<file path="src/design/lsp_pkg.sv">
// ----------------------------------------------------------------------------
// lsp_pkg
// shared types and constants of the lru stack page replacement block
// ----------------------------------------------------------------------------
`default_nettype none

package lsp_pkg;

  localparam int FRAMES_DEF = 16;
  localparam int PAGE_W     = 16;
  localparam int FAULT_W    = 32;
  localparam int CFG_W      = 5;

  localparam logic [CFG_W-1:0] CFG_RESET = CFG_W'(16);

  typedef enum logic [2:0] {
    ST_IDLE,
    ST_SEARCH,
    ST_SHIFT,
    ST_TOP,
    ST_FINISH
  } lsp_state_t;

  typedef struct packed {
    logic                 hit;
    logic                 evicted_valid;
    logic [PAGE_W-1:0]    evicted_page;
    logic [FAULT_W-1:0]   fault_total;
  } lsp_result_t;

endpackage

`default_nettype wire

</file>
<file path="src/design/lsp_ram.sv">
// ----------------------------------------------------------------------------
// lsp_ram
// generic single write port, single read port ram with registered read
// ----------------------------------------------------------------------------
`default_nettype none

module lsp_ram #(
  parameter int WIDTH = 16,
  parameter int DEPTH = 16,
  localparam int AW = (DEPTH > 1) ? $clog2(DEPTH) : 1
) (
  input  logic             clk,
  input  logic             we,
  input  logic [AW-1:0]    waddr,
  input  logic [WIDTH-1:0] wdata,
  input  logic [AW-1:0]    raddr,
  output logic [WIDTH-1:0] rdata
);

  logic [WIDTH-1:0] mem_r [DEPTH];

  always_ff @(posedge clk) begin
    if (we) begin
      mem_r[waddr] <= wdata;
    end
    rdata <= mem_r[raddr];
  end

endmodule

`default_nettype wire

</file>
<file path="src/design/lsp_engine.sv">
// ----------------------------------------------------------------------------
// lsp_engine
// sequencer that walks the recency stack with one comparator and one ram
// ----------------------------------------------------------------------------
`default_nettype none

module lsp_engine #(
  parameter int FRAMES = lsp_pkg::FRAMES_DEF,
  localparam int CW = $clog2(FRAMES + 1),
  localparam int AW = (FRAMES > 1) ? $clog2(FRAMES) : 1
) (
  input  logic                      clk,
  input  logic                      rst_n,
  input  logic                      start,
  input  logic [lsp_pkg::PAGE_W-1:0] page_in,
  input  logic [CW-1:0]             frames,
  output logic                      idle,
  output logic                      res_valid,
  output lsp_pkg::lsp_result_t      res,
  input  logic                      res_take
);

  lsp_pkg::lsp_state_t state_r, state_nxt;

  logic [lsp_pkg::PAGE_W-1:0]  page_r, page_nxt;
  logic [lsp_pkg::PAGE_W-1:0]  ev_r, ev_nxt;
  logic [lsp_pkg::FAULT_W-1:0] fault_r, fault_nxt;
  logic [CW-1:0] count_r, count_nxt;
  logic [CW-1:0] scan_r, scan_nxt;
  logic [CW-1:0] cmp_a_r, cmp_a_nxt;
  logic [CW-1:0] rd_i_r, rd_i_nxt;
  logic [CW-1:0] wr_i_r, wr_i_nxt;
  logic [AW-1:0] top_a_r, top_a_nxt;
  logic          cmp_v_r, cmp_v_nxt;
  logic          wv_r, wv_nxt;
  logic          hit_r, hit_nxt;
  logic          evv_r, evv_nxt;

  logic                       ram_we;
  logic [AW-1:0]              ram_waddr;
  logic [lsp_pkg::PAGE_W-1:0] ram_wdata;
  logic [AW-1:0]              ram_raddr;
  logic [lsp_pkg::PAGE_W-1:0] ram_rdata;

  logic match, exhausted, shift_done, room;

  lsp_ram #(
    .WIDTH (lsp_pkg::PAGE_W),
    .DEPTH (FRAMES)
  ) u_stack (
    .clk   (clk),
    .we    (ram_we),
    .waddr (ram_waddr),
    .wdata (ram_wdata),
    .raddr (ram_raddr),
    .rdata (ram_rdata)
  );

  // the shared comparator
  assign match      = cmp_v_r && (ram_rdata == page_r);
  assign exhausted  = !cmp_v_r && (scan_r == count_r);
  assign shift_done = !wv_r && (rd_i_r >= count_r);
  assign room       = count_r < frames;

  always_comb begin
    state_nxt = state_r;
    case (state_r)
      lsp_pkg::ST_IDLE: begin
        if (start) begin
          state_nxt = lsp_pkg::ST_SEARCH;
        end
      end
      lsp_pkg::ST_SEARCH: begin
        if (match) begin
          state_nxt = lsp_pkg::ST_SHIFT;
        end else if (exhausted) begin
          state_nxt = room ? lsp_pkg::ST_TOP : lsp_pkg::ST_SHIFT;
        end
      end
      lsp_pkg::ST_SHIFT: begin
        if (shift_done) begin
          state_nxt = lsp_pkg::ST_TOP;
        end
      end
      lsp_pkg::ST_TOP: begin
        state_nxt = lsp_pkg::ST_FINISH;
      end
      lsp_pkg::ST_FINISH: begin
        if (res_take) begin
          state_nxt = lsp_pkg::ST_IDLE;
        end
      end
      default: begin
        state_nxt = lsp_pkg::ST_IDLE;
      end
    endcase
  end

  always_comb begin
    page_nxt  = page_r;
    ev_nxt    = ev_r;
    fault_nxt = fault_r;
    count_nxt = count_r;
    scan_nxt  = scan_r;
    cmp_a_nxt = cmp_a_r;
    cmp_v_nxt = 1'b0;
    rd_i_nxt  = rd_i_r;
    wr_i_nxt  = wr_i_r;
    wv_nxt    = 1'b0;
    top_a_nxt = top_a_r;
    hit_nxt   = hit_r;
    evv_nxt   = evv_r;
    ram_we    = 1'b0;
    ram_waddr = '0;
    ram_wdata = page_r;
    ram_raddr = '0;
    idle      = 1'b0;
    res_valid = 1'b0;
    case (state_r)
      lsp_pkg::ST_IDLE: begin
        idle = 1'b1;
        if (start) begin
          page_nxt = page_in;
          scan_nxt = '0;
        end
      end
      lsp_pkg::ST_SEARCH: begin
        // read of the next entry overlaps the compare of the previous one
        if (scan_r < count_r) begin
          ram_raddr = scan_r[AW-1:0];
          scan_nxt  = scan_r + CW'(1);
          cmp_a_nxt = scan_r;
          cmp_v_nxt = 1'b1;
        end
        // keep the least recent page in case this turns into an eviction
        if (cmp_v_r && (cmp_a_r == '0)) begin
          ev_nxt = ram_rdata;
        end
        if (match) begin
          hit_nxt   = 1'b1;
          evv_nxt   = 1'b0;
          rd_i_nxt  = cmp_a_r + CW'(1);
          top_a_nxt = AW'(count_r - CW'(1));
          cmp_v_nxt = 1'b0;
        end else if (exhausted) begin
          hit_nxt  = 1'b0;
          rd_i_nxt = CW'(1);
          if (fault_r != '1) begin
            fault_nxt = fault_r + lsp_pkg::FAULT_W'(1);
          end
          if (room) begin
            evv_nxt   = 1'b0;
            top_a_nxt = AW'(count_r);
            count_nxt = count_r + CW'(1);
          end else begin
            evv_nxt   = 1'b1;
            top_a_nxt = AW'(count_r - CW'(1));
          end
        end
      end
      lsp_pkg::ST_SHIFT: begin
        // entry i+1 is read, then written to entry i in the next cycle
        if (wv_r) begin
          ram_we    = 1'b1;
          ram_waddr = wr_i_r[AW-1:0];
          ram_wdata = ram_rdata;
        end
        if (rd_i_r < count_r) begin
          ram_raddr = rd_i_r[AW-1:0];
          rd_i_nxt  = rd_i_r + CW'(1);
          wr_i_nxt  = rd_i_r - CW'(1);
          wv_nxt    = 1'b1;
        end
      end
      lsp_pkg::ST_TOP: begin
        ram_we    = 1'b1;
        ram_waddr = top_a_r;
        ram_wdata = page_r;
      end
      lsp_pkg::ST_FINISH: begin
        res_valid = 1'b1;
      end
      default: begin
        idle = 1'b0;
      end
    endcase
  end

  assign res.hit           = hit_r;
  assign res.evicted_valid = evv_r;
  assign res.evicted_page  = evv_r ? ev_r : '0;
  assign res.fault_total   = fault_r;

  always_ff @(posedge clk) begin
    if (!rst_n) begin
      state_r <= lsp_pkg::ST_IDLE;
      count_r <= '0;
      fault_r <= '0;
      cmp_v_r <= 1'b0;
      wv_r    <= 1'b0;
    end else begin
      state_r <= state_nxt;
      count_r <= count_nxt;
      fault_r <= fault_nxt;
      cmp_v_r <= cmp_v_nxt;
      wv_r    <= wv_nxt;
    end
  end

  always_ff @(posedge clk) begin
    page_r  <= page_nxt;
    ev_r    <= ev_nxt;
    scan_r  <= scan_nxt;
    cmp_a_r <= cmp_a_nxt;
    rd_i_r  <= rd_i_nxt;
    wr_i_r  <= wr_i_nxt;
    top_a_r <= top_a_nxt;
    hit_r   <= hit_nxt;
    evv_r   <= evv_nxt;
  end

endmodule

`default_nettype wire

</file>
<file path="src/design/lru_stack_page_replacement.sv">
// ----------------------------------------------------------------------------
// lru_stack_page_replacement
// lru page replacement over a recency stack held in a small ram
// ----------------------------------------------------------------------------
// One page reference is taken per transaction and answered with one result:
// hit, the evicted page (when a resident page had to go) and the saturating
// fault total. The resident pages sit in a ram ordered least to most recently
// used; one comparator walks them one entry per cycle, then the same ram
// shifts the entries above the hit or evicted slot down by one, one entry per
// cycle. A reference goes through the search, the shift on a hit or an
// eviction, a write of the new top entry and the hand-over of the result;
// an append skips the shift. The walk and the shift are paced by the single
// comparator and the one read and one write port of the stack ram.
// in_ready is high only while no reference is in progress, so the next
// transaction can go in the cycle after the result is handed over; a finished
// result waits in the output register, and the engine holds the next one
// while that register is still full.
// frame_count is written through cfg_wr_en/cfg_wr_data (zero acts as one
// frame, values above FRAMES act as FRAMES).
// ----------------------------------------------------------------------------
`default_nettype none

module lru_stack_page_replacement #(
  parameter int FRAMES = lsp_pkg::FRAMES_DEF
) (
  input  logic                        clk,
  input  logic                        rst_n,
  input  logic                        in_valid,
  output logic                        in_ready,
  input  logic [lsp_pkg::PAGE_W-1:0]  in_page_number,
  output logic                        out_valid,
  input  logic                        out_ready,
  output logic                        out_hit,
  output logic                        out_evicted_valid,
  output logic [lsp_pkg::PAGE_W-1:0]  out_evicted_page,
  output logic [lsp_pkg::FAULT_W-1:0] out_fault_total,
  input  logic                        cfg_wr_en,
  input  logic [lsp_pkg::CFG_W-1:0]   cfg_wr_data
);

  localparam int CW = $clog2(FRAMES + 1);
  localparam int EW = (CW > lsp_pkg::CFG_W) ? CW : lsp_pkg::CFG_W;

  logic [lsp_pkg::CFG_W-1:0] frame_count_r;
  logic [EW-1:0]             cfg_ext;
  logic [EW-1:0]             frames_e;
  logic [CW-1:0]             frames;

  logic                 eng_idle;
  logic                 res_valid;
  lsp_pkg::lsp_result_t res;
  logic                 res_take;

  logic                 out_valid_r;
  lsp_pkg::lsp_result_t out_r;

  always_ff @(posedge clk) begin
    if (!rst_n) begin
      frame_count_r <= lsp_pkg::CFG_RESET;
    end else if (cfg_wr_en) begin
      frame_count_r <= cfg_wr_data;
    end
  end

  // clamp the configured count into 1..FRAMES
  assign cfg_ext  = EW'(frame_count_r);
  assign frames_e = (cfg_ext == '0) ? EW'(1) :
                    (cfg_ext > EW'(FRAMES)) ? EW'(FRAMES) : cfg_ext;
  assign frames   = CW'(frames_e);

  assign in_ready = eng_idle;
  assign res_take = !out_valid_r || out_ready;

  lsp_engine #(
    .FRAMES (FRAMES)
  ) u_engine (
    .clk       (clk),
    .rst_n     (rst_n),
    .start     (in_valid && in_ready),
    .page_in   (in_page_number),
    .frames    (frames),
    .idle      (eng_idle),
    .res_valid (res_valid),
    .res       (res),
    .res_take  (res_take)
  );

  always_ff @(posedge clk) begin
    if (!rst_n) begin
      out_valid_r <= 1'b0;
    end else if (res_valid && res_take) begin
      out_valid_r <= 1'b1;
    end else if (out_ready) begin
      out_valid_r <= 1'b0;
    end
  end

  always_ff @(posedge clk) begin
    if (res_valid && res_take) begin
      out_r <= res;
    end
  end

  assign out_valid         = out_valid_r;
  assign out_hit           = out_r.hit;
  assign out_evicted_valid = out_r.evicted_valid;
  assign out_evicted_page  = out_r.evicted_page;
  assign out_fault_total   = out_r.fault_total;

endmodule

`default_nettype wire

</file>
<file path="config.mk">
export PLATFORM = sky130hd
export DESIGN_NAME = lru_stack_page_replacement
export DESIGN_NICKNAME = d
export VERILOG_FILES = /design/src/design/lsp_pkg.sv /design/src/design/lsp_ram.sv /design/src/design/lsp_engine.sv /design/src/design/lru_stack_page_replacement.sv
export SDC_FILE = /design/constraint.sdc
export NUM_CORES = 1
export LEC_CHECK = 0
export ABC_AREA = 1
export BUFFER_PORTS_ARGS = -buffer_cell sky130_fd_sc_hd__buf_4
export CORE_MARGIN = 4
export CORE_UTILIZATION = 45
export CTS_CLUSTER_SIZE = 40
export DETAILED_ROUTE_END_ITERATION = 16
export PLACE_DENSITY = 0.68
export SYNTH_ARGS = -nofsm -noshare
export SYNTH_HDL_FRONTEND = slang
export SYNTH_SLANG_ARGS = --single-unit
</file>
<file path="constraint.sdc">
create_clock -name clk -period 5.6 [get_ports clk]
set_input_delay 0.56 -clock clk [delete_from_list [all_inputs] [get_ports clk]]
set_output_delay 0.56 -clock clk [all_outputs]
set_load 0.02 [all_outputs]
</file>
==> flow_metrics.py <==
metrics = {
    "drt": {
        "vias_cell": 5.27,
        "dr.pass1.iters": 5,
        "route.antenna.remaining_nets": 0,
        "number_of_design_rule_violations_left_by_the_first_detailed_router_iteration": 1531,
        "post-route-drc-count": 0,
        "dr_total_vias": 13516,
        "routedWlPerCell_um": 17.7,
        "detail_route.wirelength_um": 45500,
    },
    "die": {
        "fp.dieArea_um2": 45900,
        "floorplan.initialDensity_pct": 45.6,
        "die-width_um": 214,
        "die_h_um": 214,
        "core.rowCount": 75,
        "coreArea_um2": 41900,
        "total_i_o_pin_count": 78,
    },
    "layout": {
        "commonest_non_fill_non_tap_cell_in_the_layout": "sky130_fd_sc_hd__nand2_1",
        "area_delta_synth_final_pct": 14.1,
        "layout_common_cells": "sky130_fd_sc_hd__nand2_1 (386), sky130_fd_sc_hd__edfxtp_1 (363), sky130_fd_sc_hd__nand3_1 (319)",
        "drive_gt1_share_pct": 10.1,
        "layout.nets": 2038,
        "postLayoutCoreUtil_pct": 52.0,
    },
    "yosys": {
        "ys.warnings.count": 0,
        "netlist.top_cell.by_area": "sky130_fd_sc_hd__edfxtp_1",
        "synth-seq-cells": 427,
        "syn-mean-instance-area_um2": 10.0,
        "synth_cell_types": 40,
        "synthesis.instances": 1908,
        "synth_area_leaders": "sky130_fd_sc_hd__edfxtp_1 (57%), sky130_fd_sc_hd__nand3_1 (8.3%), sky130_fd_sc_hd__nand2_1 (7.6%)",
        "synth_edf_count": 363,
        "synth.yosys.seq_area_share_pct": 63.7,
        "synthArstFlopShare_pct": 0,
        "synth_top_cell_area_share_pct": 57.0,
        "summed_instance_area_of_the_synthesized_netlist_um2": 19100,
        "synth_fp_nets": 1956,
        "synthFlopType": "sky130_fd_sc_hd__edfxtp_1",
    },
    "sta": {
        "worst_pin_slew_ps": 1110,
        "finalHoldViolations": 0,
        "fmaxAchievable_ghz": 0.269,
        "max_slew_margin_pct": 25.8,
        "final.period_utilization_pct": 66.3,
        "setup_total_negative_slack_ps": 0,
        "timing_max_transition_violations_final": 0,
        "worst_clock_skew_ps": 42.1,
        "setup_viol": 0,
        "fin_crit_ps": 3710,
        "grt_setup_unrepaired": "false",
    },
    "cts": {
        "cts_buffer_depth": 3,
        "postCtsHoldBufs": 0,
        "root_buffer_selected_by_cts": "sky130_fd_sc_hd__clkbuf_16",
        "postCtsSetupRepairBufs": 0,
        "path_clk_slew_ps": 60,
        "h-tree-depth": 2,
        "cts_sinks": 427,
        "tritoncts": "yes",
        "clk-insertion-delay-late_ps": 590,
        "postCtsResizedCells": 0,
        "tritoncts.num_buffers": 45,
    },
    "pwr": {
        "ir_worst_vdd_v": 0.000188,
        "leak_pwr_nw": 8.80,
        "pwr_density_cell_nw_per_um2": 399,
    },
    "setup_path": {
        "regToRegStartpoint": "u_engine.state_r[0]",
        "timing.critical_path.from_type": "register",
        "crit_fanout": 17,
        "worstPathRequired_ps": 6050,
        "timing.reg2reg.setup_slack_ps": 1890,
        "setup.worst_path.end_class": "register",
        "reg2reg_depth": 7,
        "worst-endpoint-arrival_ps": 4160,
        "crit-reg2reg-capture": "u_engine.u_stack.rdata[1]",
        "path_class": "reg -> reg",
    },
    "global_routing": {
        "antenna_found_initial": 3,
        "gr-total-overflow": 0,
        "grt_max_degree": 91,
        "gr-usage-all-layers_pct": 19.4,
        "grt_first_pass_wirelength_um": 71400,
        "number_of_global_route_vias_before_repair": 12789,
    },
    "outcome": {
        "status": "finished clean",
    },
    "hold_path": {
        "hold-path-endpoint": "u_engine.page_r[9]",
        "cell_depth_of_the_worst_hold_path": 1,
        "holdCritPathClass": "in -> reg",
        "min-delay-start": "in_page_number[9]",
    },
    "place": {
        "place_congestion": 0.905,
        "port_buffers": 77,
        "post-dp-hpwl_um": 28500,
    },
    "flow_run": {
        "max_cap_viol_count": 0,
    },
}
==> state kept, by name, indices dropped and copies added (netlist names), 3 cells and up <==
register	flops
cfg_ext	5
u_engine.u_stack.mem_r	256
out_evicted_page	16
u_engine.top_a_r	4
u_engine.wr_i_r	4
u_engine.fault_r	32
u_engine.state_r	3
u_engine.cmp_a_r	5
u_engine.scan_r	5
u_engine.u_stack.rdata	16
out_fault_total	32
u_engine.rd_i_r	5
u_engine.ev_r	16
u_engine.count_r	5
u_engine.page_r	16
==> cell type report <==
cell class	instances	area [um^2]
Antenna cell	1	2.50
Clock buffer	65	1240
Tap cell	539	674
Clock inverter	18	229
Multi-Input combinational cell	1083	5430
Fill cell	3627	20100
Timing Repair Buffer	115	863
Sequential cell	427	12200
Inverter	318	1190
==> cell usage after synthesis, types with 2 or more instances <==
master / n
sky130_fd_sc_hd__a211oi_1: 2
sky130_fd_sc_hd__a21oi_1: 46
sky130_fd_sc_hd__and3_1: 2
sky130_fd_sc_hd__buf_1: 4
sky130_fd_sc_hd__buf_2: 43
sky130_fd_sc_hd__buf_4: 3
sky130_fd_sc_hd__buf_6: 2
sky130_fd_sc_hd__clkbuf_1: 28
sky130_fd_sc_hd__clkinv_1: 2
sky130_fd_sc_hd__dfxtp_1: 64
sky130_fd_sc_hd__edfxtp_1: 363
sky130_fd_sc_hd__ha_1: 22
sky130_fd_sc_hd__inv_1: 310
sky130_fd_sc_hd__inv_2: 6
sky130_fd_sc_hd__nand2_1: 387
sky130_fd_sc_hd__nand2_2: 2
sky130_fd_sc_hd__nand3_1: 319
sky130_fd_sc_hd__nand3b_1: 64
sky130_fd_sc_hd__nand4_1: 20
sky130_fd_sc_hd__nor2_1: 101
sky130_fd_sc_hd__nor3_1: 20
sky130_fd_sc_hd__nor4_1: 6
sky130_fd_sc_hd__o21ai_0: 36
sky130_fd_sc_hd__o21ai_2: 2
sky130_fd_sc_hd__o21bai_1: 2
sky130_fd_sc_hd__o22ai_1: 4
sky130_fd_sc_hd__o31ai_1: 2
sky130_fd_sc_hd__xnor2_1: 8
sky130_fd_sc_hd__xor2_1: 27
==> where the power goes <==
group	internal [mW]	leakage, nW	switching (mW)
registers	3.79	3.82	0.194
logic	0.508	4.26	1.27
clock network	1.74	0.720	1.22
total	6.03	8.80	2.68
==> cells by family (layout without fill, tap and decap cells) <==
logic type	after synthesis	after routing	share of synthesized area [%]
AO/OA/AOI/OAI	99	99	2.84
XOR/XNOR	35	35	1.60
adder cells (fa/ha/maj)	22	22	1.44
buffers and inverters	398	516	8.23
flip-flops	427	427	63.7
other	0	1	0
AND/OR/NAND/NOR	927	927	22.2
==> worst max-delay path: stages (launching register included) <==
cell	delay (ps)
sky130_fd_sc_hd__dfxtp_1	440
sky130_fd_sc_hd__nand3_1	440
sky130_fd_sc_hd__nor2_1	330
sky130_fd_sc_hd__nand3_2	270
sky130_fd_sc_hd__o22ai_2	930
sky130_fd_sc_hd__inv_1	660
sky130_fd_sc_hd__nand3_1	380
sky130_fd_sc_hd__nand2_1	120
==> worst max path at each step <==
| stage | from | end | slack [ps] | cells past startpoint |
|---|---|---|---|---|
| global route | u_engine.state_r[0] | u_engine.u_stack.rdata[11] | 1680 | 7 |
| finish | u_engine.state_r[0] | u_engine.u_stack.rdata[1] | 1890 | 7 |
| floorplan | out_ready | out_evicted_page[0] | 1780 | 2 |
| global placement | u_engine.state_r[0] | u_engine.u_stack.rdata[15] | 1950 | 7 |
| detailed placement | u_engine.state_r[2] | u_engine.u_stack.rdata[9] | 1910 | 8 |
| CTS | u_engine.state_r[2] | u_engine.u_stack.rdata[1] | 1910 | 8 |
==> per-layer routing <==
layer / up-vias / global-route usage [%] / share of wire [%]
met5: - / 0 / 0.066
met4: 4 / 4.78 / 1.9
met3: 66 / 4.42 / 8.8
met2: 513 / 31.0 / 46
met1: 6412 / 27.1 / 44
li1: 6521 / - / -
==> per-stage QoR <==
step / instances / setup WS, ps / hold WS [ps] / area, um^2 / total power [mW]
6_report: 2566 / 1890 / 148 / 21800 / 8.71
3_5_place_dp: 2482 / 1910 / 448 / 20300 / 5.79
5_1_grt: 2566 / 1680 / 122 / 21800 / 9.12
2_1_floorplan: 1908 / 1780 / 400 / 19100 / 5.16
4_1_cts: 2565 / 1910 / 122 / 21800 / 8.74
3_3_place_gp: 2482 / 1950 / 454 / 20300 / 5.77
(Power assumes the default switching activity.)
